### src/design/decimal_long_division_defines.svh
// Assertion macros for the file that checks this block.
`ifndef DECIMAL_LONG_DIVISION_DEFINES_SVH
`define DECIMAL_LONG_DIVISION_DEFINES_SVH

// Condition and consequence in the same cycle.
`define DLD_ASSERT_SAME(label, ante, cons, msg) \
  label: assert property (@(posedge clk) disable iff (rst) (ante) |-> (cons)) \
    else $error(msg);

// Consequence in the cycle after the condition.
`define DLD_ASSERT_NEXT(label, ante, cons, msg) \
  label: assert property (@(posedge clk) disable iff (rst) (ante) |=> (cons)) \
    else $error(msg);

`endif

### src/design/dld_pkg.sv
package dld_pkg;

  localparam int DEFAULT_MAX_FRACTION_DIGITS = 32;
  localparam int DEFAULT_MAGNITUDE_BITS      = 32;

  // 10^9 needs 30 bits, so a scaled operand needs MAGNITUDE_BITS + 30
  localparam int SCALE_BITS = 30;

  localparam logic [3:0] MAX_SCALE = 4'd9;

  localparam logic [5:0] FRACTION_DIGITS_RESET = 6'd6;

  localparam int APB_ADDR_BITS = 3;
  localparam logic REG_FRACTION_DIGITS = 1'b0;

  // Symbol kinds
  localparam logic [1:0] KIND_DIGIT    = 2'd0;
  localparam logic [1:0] KIND_POINT    = 2'd1;
  localparam logic [1:0] KIND_MINUS    = 2'd2;
  localparam logic [1:0] KIND_DIV_ZERO = 2'd3;

  // Emit selections from the controller
  localparam logic [2:0] EMIT_ERR   = 3'd0;
  localparam logic [2:0] EMIT_MINUS = 3'd1;
  localparam logic [2:0] EMIT_INT   = 3'd2;
  localparam logic [2:0] EMIT_POINT = 3'd3;
  localparam logic [2:0] EMIT_FRAC  = 3'd4;

  typedef struct packed {
    logic       load;
    logic       scale;
    logic       div_step;
    logic       skip;
    logic       frac_mul;
    logic       frac_step;
    logic       emit;
    logic [2:0] emit_sel;
  } dld_cmd_t;

  typedef struct packed {
    logic den_zero;
    logic scale_done;
    logic div_last;
    logic show_minus;
    logic lead_zero;
    logic dcnt_one;
    logic frac_more;
    logic fstep_last;
    logic frac_last;
    logic out_free;
  } dld_status_t;

  function automatic logic [3:0] clamp_scale(input logic [3:0] s);
    return (s > MAX_SCALE) ? MAX_SCALE : s;
  endfunction

endpackage

### src/design/dld_in_if.sv
interface dld_in_if;
  logic        valid;
  logic        ready;
  logic        numerator_negative;
  logic [31:0] numerator_magnitude;
  logic [3:0]  numerator_scale;
  logic        denominator_negative;
  logic [31:0] denominator_magnitude;
  logic [3:0]  denominator_scale;

  modport source (
    output valid, numerator_negative, numerator_magnitude, numerator_scale,
           denominator_negative, denominator_magnitude, denominator_scale,
    input  ready
  );

  modport sink (
    input  valid, numerator_negative, numerator_magnitude, numerator_scale,
           denominator_negative, denominator_magnitude, denominator_scale,
    output ready
  );
endinterface

### src/design/dld_out_if.sv
interface dld_out_if;
  logic       valid;
  logic       ready;
  logic [1:0] symbol_kind;
  logic [3:0] digit_value;
  logic       last_symbol;

  modport source (
    output valid, symbol_kind, digit_value, last_symbol,
    input  ready
  );

  modport sink (
    input  valid, symbol_kind, digit_value, last_symbol,
    output ready
  );
endinterface

### src/design/dld_datapath.sv
module dld_datapath
  import dld_pkg::*;
#(
  parameter int MAX_FRACTION_DIGITS = DEFAULT_MAX_FRACTION_DIGITS,
  parameter int MAGNITUDE_BITS      = DEFAULT_MAGNITUDE_BITS
) (
  input  logic        clk,
  input  logic        rst,
  input  dld_cmd_t    cmd,
  output dld_status_t status,
  input  logic [5:0]  fraction_digits,
  input  logic        numerator_negative,
  input  logic [31:0] numerator_magnitude,
  input  logic [3:0]  numerator_scale,
  input  logic        denominator_negative,
  input  logic [31:0] denominator_magnitude,
  input  logic [3:0]  denominator_scale,
  output logic        out_valid,
  input  logic        out_ready,
  output logic [1:0]  symbol_kind,
  output logic [3:0]  digit_value,
  output logic        last_symbol
);

  localparam int W   = MAGNITUDE_BITS + SCALE_BITS;
  localparam int TW  = W + 4;
  localparam int ND  = (W * 30103) / 100000 + 1;   // decimal digits of 2^W - 1
  localparam int DCW = $clog2(ND + 1);
  localparam int DVW = $clog2(W + 1);
  localparam int FW  = $clog2(MAX_FRACTION_DIGITS + 1);

  logic              show_minus;
  logic              den_zero;
  logic [3:0]        acnt;
  logic [3:0]        bcnt;
  logic [W-1:0]      a_reg;
  logic [W-1:0]      b_reg;
  logic [W-1:0]      rem;
  logic [4*ND-1:0]   bcd;
  logic [DVW-1:0]    divcnt;
  logic [DCW-1:0]    dcnt;
  logic [FW-1:0]     limit;
  logic [FW-1:0]     fcnt;
  logic [TW-1:0]     t_reg;
  logic [1:0]        fstep;
  logic [3:0]        fdig;

  logic [MAGNITUDE_BITS-1:0] nmag;
  logic [MAGNITUDE_BITS-1:0] dmag;
  logic [W:0]        rem_trial;
  logic [W:0]        rem_sub;
  logic              div_ge;
  logic [4*ND-1:0]   bcd_adj;
  logic [W-1:0]      a_times10;
  logic [W-1:0]      b_times10;
  logic [TW-1:0]     rem_times10;
  logic [TW-1:0]     b_shift;
  logic              t_ge;
  logic [3:0]        lead_digit;
  logic              point_last;
  logic              frac_last;
  logic [1:0]        emit_kind;
  logic [3:0]        emit_digit;
  logic              emit_last;

  assign nmag = numerator_magnitude[MAGNITUDE_BITS-1:0];
  assign dmag = denominator_magnitude[MAGNITUDE_BITS-1:0];

  // One restoring division step, quotient bit goes straight into the BCD shifter
  assign rem_trial = {rem, a_reg[W-1]};
  assign rem_sub   = rem_trial - {1'b0, b_reg};
  assign div_ge    = rem_trial >= {1'b0, b_reg};

  always_comb begin
    for (int i = 0; i < ND; i++) begin
      bcd_adj[4*i +: 4] = (bcd[4*i +: 4] >= 4'd5) ? bcd[4*i +: 4] + 4'd3
                                                  : bcd[4*i +: 4];
    end
  end

  assign a_times10   = (a_reg << 3) + (a_reg << 1);
  assign b_times10   = (b_reg << 3) + (b_reg << 1);
  assign rem_times10 = (TW'(rem) << 3) + (TW'(rem) << 1);
  assign b_shift     = TW'(b_reg) << fstep;
  assign t_ge        = t_reg >= b_shift;
  assign lead_digit  = bcd[4*ND-1 -: 4];

  assign point_last = (limit == '0) || (rem == '0);
  assign frac_last  = ((fcnt + FW'(1)) == limit) || (t_reg == '0);

  always_comb begin
    emit_kind  = KIND_DIGIT;
    emit_digit = 4'd0;
    emit_last  = 1'b0;
    unique case (cmd.emit_sel)
      EMIT_ERR: begin
        emit_kind = KIND_DIV_ZERO;
        emit_last = 1'b1;
      end
      EMIT_MINUS: emit_kind = KIND_MINUS;
      EMIT_INT:   emit_digit = lead_digit;
      EMIT_POINT: begin
        emit_kind = KIND_POINT;
        emit_last = point_last;
      end
      EMIT_FRAC: begin
        emit_digit = fdig;
        emit_last  = frac_last;
      end
      default: emit_kind = KIND_DIGIT;
    endcase
  end

  always_ff @(posedge clk) begin
    if (cmd.load) begin
      a_reg      <= W'(nmag);
      b_reg      <= W'(dmag);
      den_zero   <= (dmag == '0);
      show_minus <= (numerator_negative ^ denominator_negative) && (nmag != '0);
      acnt       <= clamp_scale(denominator_scale);
      bcnt       <= clamp_scale(numerator_scale);
      rem        <= '0;
      bcd        <= '0;
      divcnt     <= DVW'(W);
      dcnt       <= DCW'(ND);
      fcnt       <= '0;
      limit      <= (fraction_digits > 6'(MAX_FRACTION_DIGITS)) ?
                    FW'(MAX_FRACTION_DIGITS) : FW'(fraction_digits);
    end else if (cmd.scale) begin
      if (acnt != 4'd0) begin
        a_reg <= a_times10;
        acnt  <= acnt - 4'd1;
      end
      if (bcnt != 4'd0) begin
        b_reg <= b_times10;
        bcnt  <= bcnt - 4'd1;
      end
    end else if (cmd.div_step) begin
      a_reg  <= a_reg << 1;
      rem    <= div_ge ? rem_sub[W-1:0] : rem_trial[W-1:0];
      bcd    <= {bcd_adj[4*ND-2:0], div_ge};
      divcnt <= divcnt - DVW'(1);
    end else if (cmd.skip || (cmd.emit && cmd.emit_sel == EMIT_INT)) begin
      bcd  <= bcd << 4;
      dcnt <= dcnt - DCW'(1);
    end else if (cmd.frac_mul) begin
      t_reg <= rem_times10;
      fstep <= 2'd3;
      fdig  <= 4'd0;
    end else if (cmd.frac_step) begin
      if (t_ge) begin
        t_reg <= t_reg - b_shift;
      end
      fdig[fstep] <= t_ge;
      fstep       <= fstep - 2'd1;
    end else if (cmd.emit && cmd.emit_sel == EMIT_FRAC) begin
      rem  <= t_reg[W-1:0];
      fcnt <= fcnt + FW'(1);
    end
  end

  // Output register: free when empty or being taken this cycle
  always_ff @(posedge clk) begin
    if (rst) begin
      out_valid <= 1'b0;
    end else if (cmd.emit) begin
      out_valid <= 1'b1;
    end else if (out_ready) begin
      out_valid <= 1'b0;
    end
  end

  always_ff @(posedge clk) begin
    if (cmd.emit) begin
      symbol_kind <= emit_kind;
      digit_value <= emit_digit;
      last_symbol <= emit_last;
    end
  end

  always_comb begin
    status.den_zero   = den_zero;
    status.scale_done = (acnt == 4'd0) && (bcnt == 4'd0);
    status.div_last   = (divcnt == DVW'(1));
    status.show_minus = show_minus;
    status.lead_zero  = (lead_digit == 4'd0);
    status.dcnt_one   = (dcnt == DCW'(1));
    status.frac_more  = !point_last;
    status.fstep_last = (fstep == 2'd0);
    status.frac_last  = frac_last;
    status.out_free   = !out_valid || out_ready;
  end

endmodule

### src/design/dld_controller.sv
module dld_controller
  import dld_pkg::*;
(
  input  logic        clk,
  input  logic        rst,
  input  logic        in_valid,
  output logic        in_ready,
  input  dld_status_t status,
  output dld_cmd_t    cmd
);

  localparam logic [3:0] S_IDLE  = 4'd0;
  localparam logic [3:0] S_CHECK = 4'd1;
  localparam logic [3:0] S_ERR   = 4'd2;
  localparam logic [3:0] S_SCALE = 4'd3;
  localparam logic [3:0] S_DIV   = 4'd4;
  localparam logic [3:0] S_SIGN  = 4'd5;
  localparam logic [3:0] S_SKIP  = 4'd6;
  localparam logic [3:0] S_INT   = 4'd7;
  localparam logic [3:0] S_POINT = 4'd8;
  localparam logic [3:0] S_FMUL  = 4'd9;
  localparam logic [3:0] S_FSTEP = 4'd10;
  localparam logic [3:0] S_FEMIT = 4'd11;

  logic [3:0] state;
  logic [3:0] state_next;

  assign in_ready = (state == S_IDLE);

  always_comb begin
    cmd        = '0;
    state_next = state;
    unique case (state)
      S_IDLE: begin
        if (in_valid) begin
          cmd.load   = 1'b1;
          state_next = S_CHECK;
        end
      end
      S_CHECK: state_next = status.den_zero ? S_ERR : S_SCALE;
      S_ERR: begin
        if (status.out_free) begin
          cmd.emit     = 1'b1;
          cmd.emit_sel = EMIT_ERR;
          state_next   = S_IDLE;
        end
      end
      S_SCALE: begin
        if (status.scale_done) begin
          state_next = S_DIV;
        end else begin
          cmd.scale = 1'b1;
        end
      end
      S_DIV: begin
        cmd.div_step = 1'b1;
        if (status.div_last) begin
          state_next = S_SIGN;
        end
      end
      S_SIGN: begin
        if (!status.show_minus) begin
          state_next = S_SKIP;
        end else if (status.out_free) begin
          cmd.emit     = 1'b1;
          cmd.emit_sel = EMIT_MINUS;
          state_next   = S_SKIP;
        end
      end
      S_SKIP: begin
        // drop leading zeros, keep at least one integer digit
        if (status.lead_zero && !status.dcnt_one) begin
          cmd.skip = 1'b1;
        end else begin
          state_next = S_INT;
        end
      end
      S_INT: begin
        if (status.out_free) begin
          cmd.emit     = 1'b1;
          cmd.emit_sel = EMIT_INT;
          if (status.dcnt_one) begin
            state_next = S_POINT;
          end
        end
      end
      S_POINT: begin
        if (status.out_free) begin
          cmd.emit     = 1'b1;
          cmd.emit_sel = EMIT_POINT;
          state_next   = status.frac_more ? S_FMUL : S_IDLE;
        end
      end
      S_FMUL: begin
        cmd.frac_mul = 1'b1;
        state_next   = S_FSTEP;
      end
      S_FSTEP: begin
        cmd.frac_step = 1'b1;
        if (status.fstep_last) begin
          state_next = S_FEMIT;
        end
      end
      S_FEMIT: begin
        if (status.out_free) begin
          cmd.emit     = 1'b1;
          cmd.emit_sel = EMIT_FRAC;
          state_next   = status.frac_last ? S_IDLE : S_FMUL;
        end
      end
      default: state_next = S_IDLE;
    endcase
  end

  always_ff @(posedge clk) begin
    if (rst) begin
      state <= S_IDLE;
    end else begin
      state <= state_next;
    end
  end

endmodule

### src/design/decimal_long_division.sv
// Decimal long divider. Takes one division request at a time and returns the
// quotient as a stream of symbols: an optional minus sign, the integer digits,
// a point and up to fraction_digits fraction digits (stopping once the
// remainder is zero); a zero denominator gives one divide-by-zero symbol.
// A request goes through these steps in order: the accept, the denominator
// check, scaling the operands by ten (each scale clamped to 9), the bit-serial
// integer division over W = MAGNITUDE_BITS + 30 bits (62 by default), the
// sign, dropping leading zeros, sending the integer digits (the zeros dropped
// and the digits sent always make up the 19 digits of the quotient register at
// default settings), the point, and a multiply by ten and a four-step digit
// loop per fraction digit. A zero denominator goes from the check straight to
// the divide-by-zero symbol. Every symbol waits for a free output register, so
// a stalled output stretches the request by the stall. The next request is
// taken as soon as the last symbol has been loaded into the output register.
`include "decimal_long_division_defines.svh"

module decimal_long_division
  import dld_pkg::*;
#(
  parameter int MAX_FRACTION_DIGITS = DEFAULT_MAX_FRACTION_DIGITS,
  parameter int MAGNITUDE_BITS      = DEFAULT_MAGNITUDE_BITS
) (
  input  logic                     clk,
  input  logic                     rst,
  dld_in_if.sink                   in_ch,
  dld_out_if.source                out_ch,
  input  logic                     psel,
  input  logic                     penable,
  input  logic                     pwrite,
  input  logic [APB_ADDR_BITS-1:0] paddr,
  input  logic [31:0]              pwdata,
  output logic [31:0]              prdata,
  output logic                     pready
);

  logic [5:0]  fraction_digits;
  logic        in_ready;
  dld_cmd_t    cmd;
  dld_status_t status;

  assign pready = 1'b1;

  always_ff @(posedge clk) begin
    if (rst) begin
      fraction_digits <= FRACTION_DIGITS_RESET;
    end else if (psel && penable && pwrite && pready &&
                 paddr[APB_ADDR_BITS-1] == REG_FRACTION_DIGITS) begin
      fraction_digits <= pwdata[5:0];
    end
  end

  assign prdata = (paddr[APB_ADDR_BITS-1] == REG_FRACTION_DIGITS) ?
                  {26'd0, fraction_digits} : 32'd0;

  assign in_ch.ready = in_ready;

  dld_controller u_ctrl (
    .clk      (clk),
    .rst      (rst),
    .in_valid (in_ch.valid),
    .in_ready (in_ready),
    .status   (status),
    .cmd      (cmd)
  );

  dld_datapath #(
    .MAX_FRACTION_DIGITS (MAX_FRACTION_DIGITS),
    .MAGNITUDE_BITS      (MAGNITUDE_BITS)
  ) u_dp (
    .clk                   (clk),
    .rst                   (rst),
    .cmd                   (cmd),
    .status                (status),
    .fraction_digits       (fraction_digits),
    .numerator_negative    (in_ch.numerator_negative),
    .numerator_magnitude   (in_ch.numerator_magnitude),
    .numerator_scale       (in_ch.numerator_scale),
    .denominator_negative  (in_ch.denominator_negative),
    .denominator_magnitude (in_ch.denominator_magnitude),
    .denominator_scale     (in_ch.denominator_scale),
    .out_valid             (out_ch.valid),
    .out_ready             (out_ch.ready),
    .symbol_kind           (out_ch.symbol_kind),
    .digit_value           (out_ch.digit_value),
    .last_symbol           (out_ch.last_symbol)
  );

  `DLD_ASSERT_NEXT(a_busy_after_accept, in_ch.valid && in_ch.ready, !in_ch.ready, "item taken while busy")
  `DLD_ASSERT_SAME(a_error_is_last, out_ch.valid && out_ch.symbol_kind == KIND_DIV_ZERO, out_ch.last_symbol, "divide-by-zero symbol not last")
  `DLD_ASSERT_SAME(a_digit_range, out_ch.valid && out_ch.symbol_kind == KIND_DIGIT, out_ch.digit_value <= 4'd9, "digit out of range")
  `DLD_ASSERT_SAME(a_mark_no_digit, out_ch.valid && out_ch.symbol_kind != KIND_DIGIT, out_ch.digit_value == 4'd0, "digit value on a non-digit symbol")

endmodule

### src/flat_wrapper.sv
// flat-port wrapper written by rule: the top's interface ports become plain ports
module decimal_long_division_flat import dld_pkg::*;
#(
  parameter int MAX_FRACTION_DIGITS = DEFAULT_MAX_FRACTION_DIGITS,
  parameter int MAGNITUDE_BITS      = DEFAULT_MAGNITUDE_BITS
)
  (clk, rst, psel, penable, pwrite, paddr, pwdata, prdata, pready, in_ch_valid, in_ch_numerator_negative, in_ch_numerator_magnitude, in_ch_numerator_scale, in_ch_denominator_negative, in_ch_denominator_magnitude, in_ch_denominator_scale, in_ch_ready, out_ch_valid, out_ch_symbol_kind, out_ch_digit_value, out_ch_last_symbol, out_ch_ready);
  dld_in_if in_ch_i ();
  dld_out_if out_ch_i ();
  input  logic clk;
  input  logic rst;
  input  logic psel;
  input  logic penable;
  input  logic pwrite;
  input  logic [APB_ADDR_BITS-1:0] paddr;
  input  logic [31:0] pwdata;
  output logic [31:0] prdata;
  output logic pready;
  input wire logic [$bits(in_ch_i.valid)-1:0] in_ch_valid;
  input wire logic [$bits(in_ch_i.numerator_negative)-1:0] in_ch_numerator_negative;
  input wire logic [$bits(in_ch_i.numerator_magnitude)-1:0] in_ch_numerator_magnitude;
  input wire logic [$bits(in_ch_i.numerator_scale)-1:0] in_ch_numerator_scale;
  input wire logic [$bits(in_ch_i.denominator_negative)-1:0] in_ch_denominator_negative;
  input wire logic [$bits(in_ch_i.denominator_magnitude)-1:0] in_ch_denominator_magnitude;
  input wire logic [$bits(in_ch_i.denominator_scale)-1:0] in_ch_denominator_scale;
  output wire logic [$bits(in_ch_i.ready)-1:0] in_ch_ready;
  output wire logic [$bits(out_ch_i.valid)-1:0] out_ch_valid;
  output wire logic [$bits(out_ch_i.symbol_kind)-1:0] out_ch_symbol_kind;
  output wire logic [$bits(out_ch_i.digit_value)-1:0] out_ch_digit_value;
  output wire logic [$bits(out_ch_i.last_symbol)-1:0] out_ch_last_symbol;
  input wire logic [$bits(out_ch_i.ready)-1:0] out_ch_ready;
  assign in_ch_i.valid = in_ch_valid;
  assign in_ch_i.numerator_negative = in_ch_numerator_negative;
  assign in_ch_i.numerator_magnitude = in_ch_numerator_magnitude;
  assign in_ch_i.numerator_scale = in_ch_numerator_scale;
  assign in_ch_i.denominator_negative = in_ch_denominator_negative;
  assign in_ch_i.denominator_magnitude = in_ch_denominator_magnitude;
  assign in_ch_i.denominator_scale = in_ch_denominator_scale;
  assign in_ch_ready = in_ch_i.ready;
  assign out_ch_valid = out_ch_i.valid;
  assign out_ch_symbol_kind = out_ch_i.symbol_kind;
  assign out_ch_digit_value = out_ch_i.digit_value;
  assign out_ch_last_symbol = out_ch_i.last_symbol;
  assign out_ch_i.ready = out_ch_ready;
  decimal_long_division #(.MAX_FRACTION_DIGITS(MAX_FRACTION_DIGITS), .MAGNITUDE_BITS(MAGNITUDE_BITS)) u_core (.clk(clk), .rst(rst), .in_ch(in_ch_i), .out_ch(out_ch_i), .psel(psel), .penable(penable), .pwrite(pwrite), .paddr(paddr), .pwdata(pwdata), .prdata(prdata), .pready(pready));
endmodule
### config.mk
export PLATFORM = sky130hd
export DESIGN_NAME = decimal_long_division_flat
export DESIGN_NICKNAME = d
export VERILOG_FILES = /design/src/design/dld_pkg.sv /design/src/design/dld_in_if.sv /design/src/design/dld_out_if.sv /design/src/design/dld_datapath.sv /design/src/design/dld_controller.sv /design/src/design/decimal_long_division.sv /design/src/flat_wrapper.sv
export VERILOG_INCLUDE_DIRS = /design/src /design/src/design
export SDC_FILE = /design/constraint.sdc
export NUM_CORES = 2
export LEC_CHECK = 0
export BUFFER_PORTS_ARGS = -buffer_cell sky130_fd_sc_hd__buf_2
export CELL_PAD_IN_SITES_DETAIL_PLACEMENT = 0
export CELL_PAD_IN_SITES_GLOBAL_PLACEMENT = 1
export CORE_ASPECT_RATIO = 0.75
export CORE_MARGIN = 2
export CORE_UTILIZATION = 48
export DETAILED_ROUTE_END_ITERATION = 6
export GPL_TIMING_DRIVEN = 0
export PLACE_DENSITY = 0.78
export SLEW_MARGIN = 15
export SYNTH_ARGS = -nofsm -noshare
export SYNTH_HDL_FRONTEND = slang
export SYNTH_SLANG_ARGS = --single-unit
### constraint.sdc
create_clock -name clk -period 10.93 [get_ports clk]
set_input_delay 2.186 -clock clk [delete_from_list [all_inputs] [get_ports clk]]
set_output_delay 2.186 -clock clk [all_outputs]
set_load 0.03 [all_outputs]
==> flow_summary.toml <==
[logic_synthesis]
synth_seq_cells = 385
synth.most_common_cell = "a21oi_1"
yosysUniqueCellTypes = 97
yosys-top-cells-count = "a21oi_1, nor2_1, nand2_1, ha_1, o21ai_0"
synth_top_area_share_pct = 12.3
ys.flop_type = "dfxtp_1"
netlist_instances = 4950
yosys.area.top_type = "edfxtp_1"
async_reset_ff_share_pct = 0
ys_seq_area_share_pct = 24.0
synth-edff-count = 159
yosysWarnings = 0
netlist_area_sq_um = 38800
syn_area_per_cell_sq_um = 7.84
synthTopCellsByArea = "edfxtp_1, dfxtp_1, ha_1"

[sta]
max_freq_ghz = 0.125
fin_crit_ns = 7.99
skew_ns = 0.0242
finalHoldWorstSlack_ns = 0.486
hold_viol_final = 0
tightest_slew_ns = 1.27
setup_slack_ns = 2.94
fin_crit_sh_pct = 73.1
drv_slew = 0
max_slew_margin_pct = 15.5
finalSetupViolCount = 0
grt_setup_unrepaired = "no"

[clock_tree]
clk_pin_slew_ns = 0.06
cts_root_buf = "clkbuf_16"
clock-sinks = 385
cts_resized = 0
postCtsSetupBuffers = 0
cts_tree = "built"
clkLatencyLatePin_ns = 0.64
htreeDepth = 2
clk_path_buf_depth = 3
hold_buffers = 0
numCtsBuffers = 49

[worst_setup_path]
reg2reg_setup_slack_ns = 2.94
cp-start-kind = "register"
cp-end-kind = "register"
critical_path.max_fanout = 21
critPathKind = "register to register"
reg2reg_depth = 18
critPathArrivalTime_ns = 8.38
startpoint = "u_core.u_dp.fstep[1]$_SDFFCE_PP1P_"
crit_end = "u_core.u_dp.t_reg[14]$_DFFE_PP_"
regToRegStartpoint = "u_core.u_dp.fstep[1]$_SDFFCE_PP1P_"
r2r_end = "u_core.u_dp.t_reg[14]$_DFFE_PP_"
cp_data_required_time_ns = 11.31

[flow_run]
drv_cap = 0

[floorplanning]
rows = 90
core_area_sq_um = 80300
die_x_microns = 332
initial_core_util_pct = 48.3
io_pins = 158
die_area_sq_um = 83200
die_y_microns = 250

[finish]
fill_cells = 7984
areaGrowthSynthToFinish_pct = 9.38
fin_area_sq_um = 42500
nets = 5611
drive_gt1_share_pct = 6.71
largest_reg_flops = 76
n_antenna_cell = 0
final_cells = 6231

[detailed_routing]
vias = 39300
first_pass_iters = 6
route.detailed.drc = 0
wl_per_cell_microns = 24.0
dr.max_layer_used = "met4"
wl_met2_microns = 56100
drt-initial-drc-count = 4719
ant_nets = 0
route.met3.wl_microns = 16000
wirelength_microns = 150000
wirelength_met1_microns = 73500
via_per_inst = 6.30

[place]
place_congestion = 1.03
dpl_cell_area_sq_um = 40800
io_buffers = 102
place_ws_ns = 3.32
placed_cells = 6138
dp_hpwl_microns = 118000

[global_route]
antenna_found_initial = 1
grt_overflow_total = 0
first_global_vias = 35600
grt_pass1_wl_microns = 224000
grt_usage_pct = 34.8
grt_start_max_net_pins = 46

[status]
status = "finished, final reports clean"

[power]
powerDensity_nw_per_um2 = 328
pwr-share-clk_pct = 12.0
peakVddDrop_mv = 0.183
internal_power_uw = 6470
switching_share_pct = 53.5
p_comb_share_pct = 67.9
p_seq_share_pct = 20.1
p_total_uw = 13900
power.switching_uw = 7460
power_leakage_uw = 0.0172

[worst_hold_path]
hold_path_class = "register to register"
[layout make-up]
type                       instances  area [sq um]  share of cell area [%]
multi-input combinational       4057         27500                    64.7
clock inverter                    17           134                   0.315
sequential                       385          9300                    21.9
tap                             1058          1320                    3.12
buffer                           292          1260                    2.96
inverter                         241           905                    2.13
clock buffer                      75          1460                    3.43
timing repair buffer             106           596                    1.40
[power by group through the flow]
stage / clock [uW] / combinational [uW] / sequential, uW
after floorplan: 0 / 6820 / 2460
after global placement: 0 / 9100 / 2790
after detailed placement: 0 / 9100 / 2790
after CTS: 1690 / 9180 / 2760
after global routing: 1730 / 10300 / 2840
final: 1680 / 9460 / 2800
[stage by stage]
| stage | util, % | TNS [ns] |
|---|---|---|
| floorplan | - | 0 |
| global placement | 50.7 | -51.15 |
| detailed placement | 50.9 | 0 |
| CTS | 52.8 | 0 |
| global route | 52.9 | 0 |
| finish | 52.9 | 0 |
[metal layers]
metal / GRT usage [%] / up-vias
li1: - / 18600
met1: 55.2 / 18700
met2: 45.6 / 1755
met3: 7.92 / 159
met4: 9.48 / 0
met5: 0 / -
[cells by family (layout without fill, tap and decap cells)]
logic type               after synthesis  in the layout  share of synthesized area, %
multiplexers                         116            116                          4.67
adder cells (fa/ha/maj)              363            363                          11.8
XOR/XNOR                             315            315                          7.11
flip-flops                           385            385                          24.0
other                                  2             27                        0.0193
buffers and inverters                533            731                          5.55
AO/OA/AOI/OAI                       1701           1701                          28.1
AND/OR/NAND/NOR                     1535           1535                          18.8
[layout by cell type (no fill, tap or decap), types with 30 or more instances in the layout]
cell / instances
a21oi_1: 499
o31ai_1: 39
nand2_1: 433
xnor2_1: 189
nor2b_1: 90
nand4_1: 86
edfxtp_1: 159
inv_1: 239
o21a_1: 52
o211ai_1: 30
nand3_1: 111
a211oi_1: 165
o22ai_1: 30
clkbuf_16: 52
and3_1: 64
nor2_1: 441
ha_1: 358
mux2i_1: 63
o21bai_1: 48
xor2_1: 126
buf_4: 35
buf_2: 120
a21o_1: 206
mux4_2: 52
clkbuf_1: 235
nand2b_1: 62
dfxtp_1: 226
nor4_1: 66
a22oi_1: 45
o21ai_0: 327
a31oi_1: 48
nor3_1: 76
[worst min path at each step]
| stage | to | startpoint | depth (start not counted) |
|---|---|---|---|
| final | u_core.fraction_digits[2]$_SDFFE_PP1P_ | u_core.fraction_digits[2]$_SDFFE_PP1P_ | 1 |
| after global routing | u_core.fraction_digits[2]$_SDFFE_PP1P_ | u_core.fraction_digits[2]$_SDFFE_PP1P_ | 1 |
| after CTS | u_core.fraction_digits[2]$_SDFFE_PP1P_ | u_core.fraction_digits[2]$_SDFFE_PP1P_ | 1 |
| after detailed placement | u_core.fraction_digits[2]$_SDFFE_PP1P_ | u_core.fraction_digits[2]$_SDFFE_PP1P_ | 1 |
| after global placement | u_core.fraction_digits[2]$_SDFFE_PP1P_ | u_core.fraction_digits[2]$_SDFFE_PP1P_ | 1 |
| after floorplan | u_core.fraction_digits[1]$_SDFFE_PP1P_ | u_core.fraction_digits[1]$_SDFFE_PP1P_ | 1 |
[critical path, stage by stage (launching register included)]
cell and delay (ns):
edfxtp_1 0.38, clkbuf_1 0.65, buf_1 0.84, clkbuf_1 0.70
o21ai_0 0.36, ha_1 0.42, nor2b_1 0.18, o31ai_2 0.32
nand2_1 0.18, a221o_1 0.44, a21oi_1 0.30, o21ai_1 0.25
a311oi_1 0.92, o41ai_1 0.19, a21oi_1 0.28, o41a_1 0.54
a21boi_4 0.27, buf_16 0.28, buf_16 0.18
Note: power is estimated with default switching activity, not from simulation.
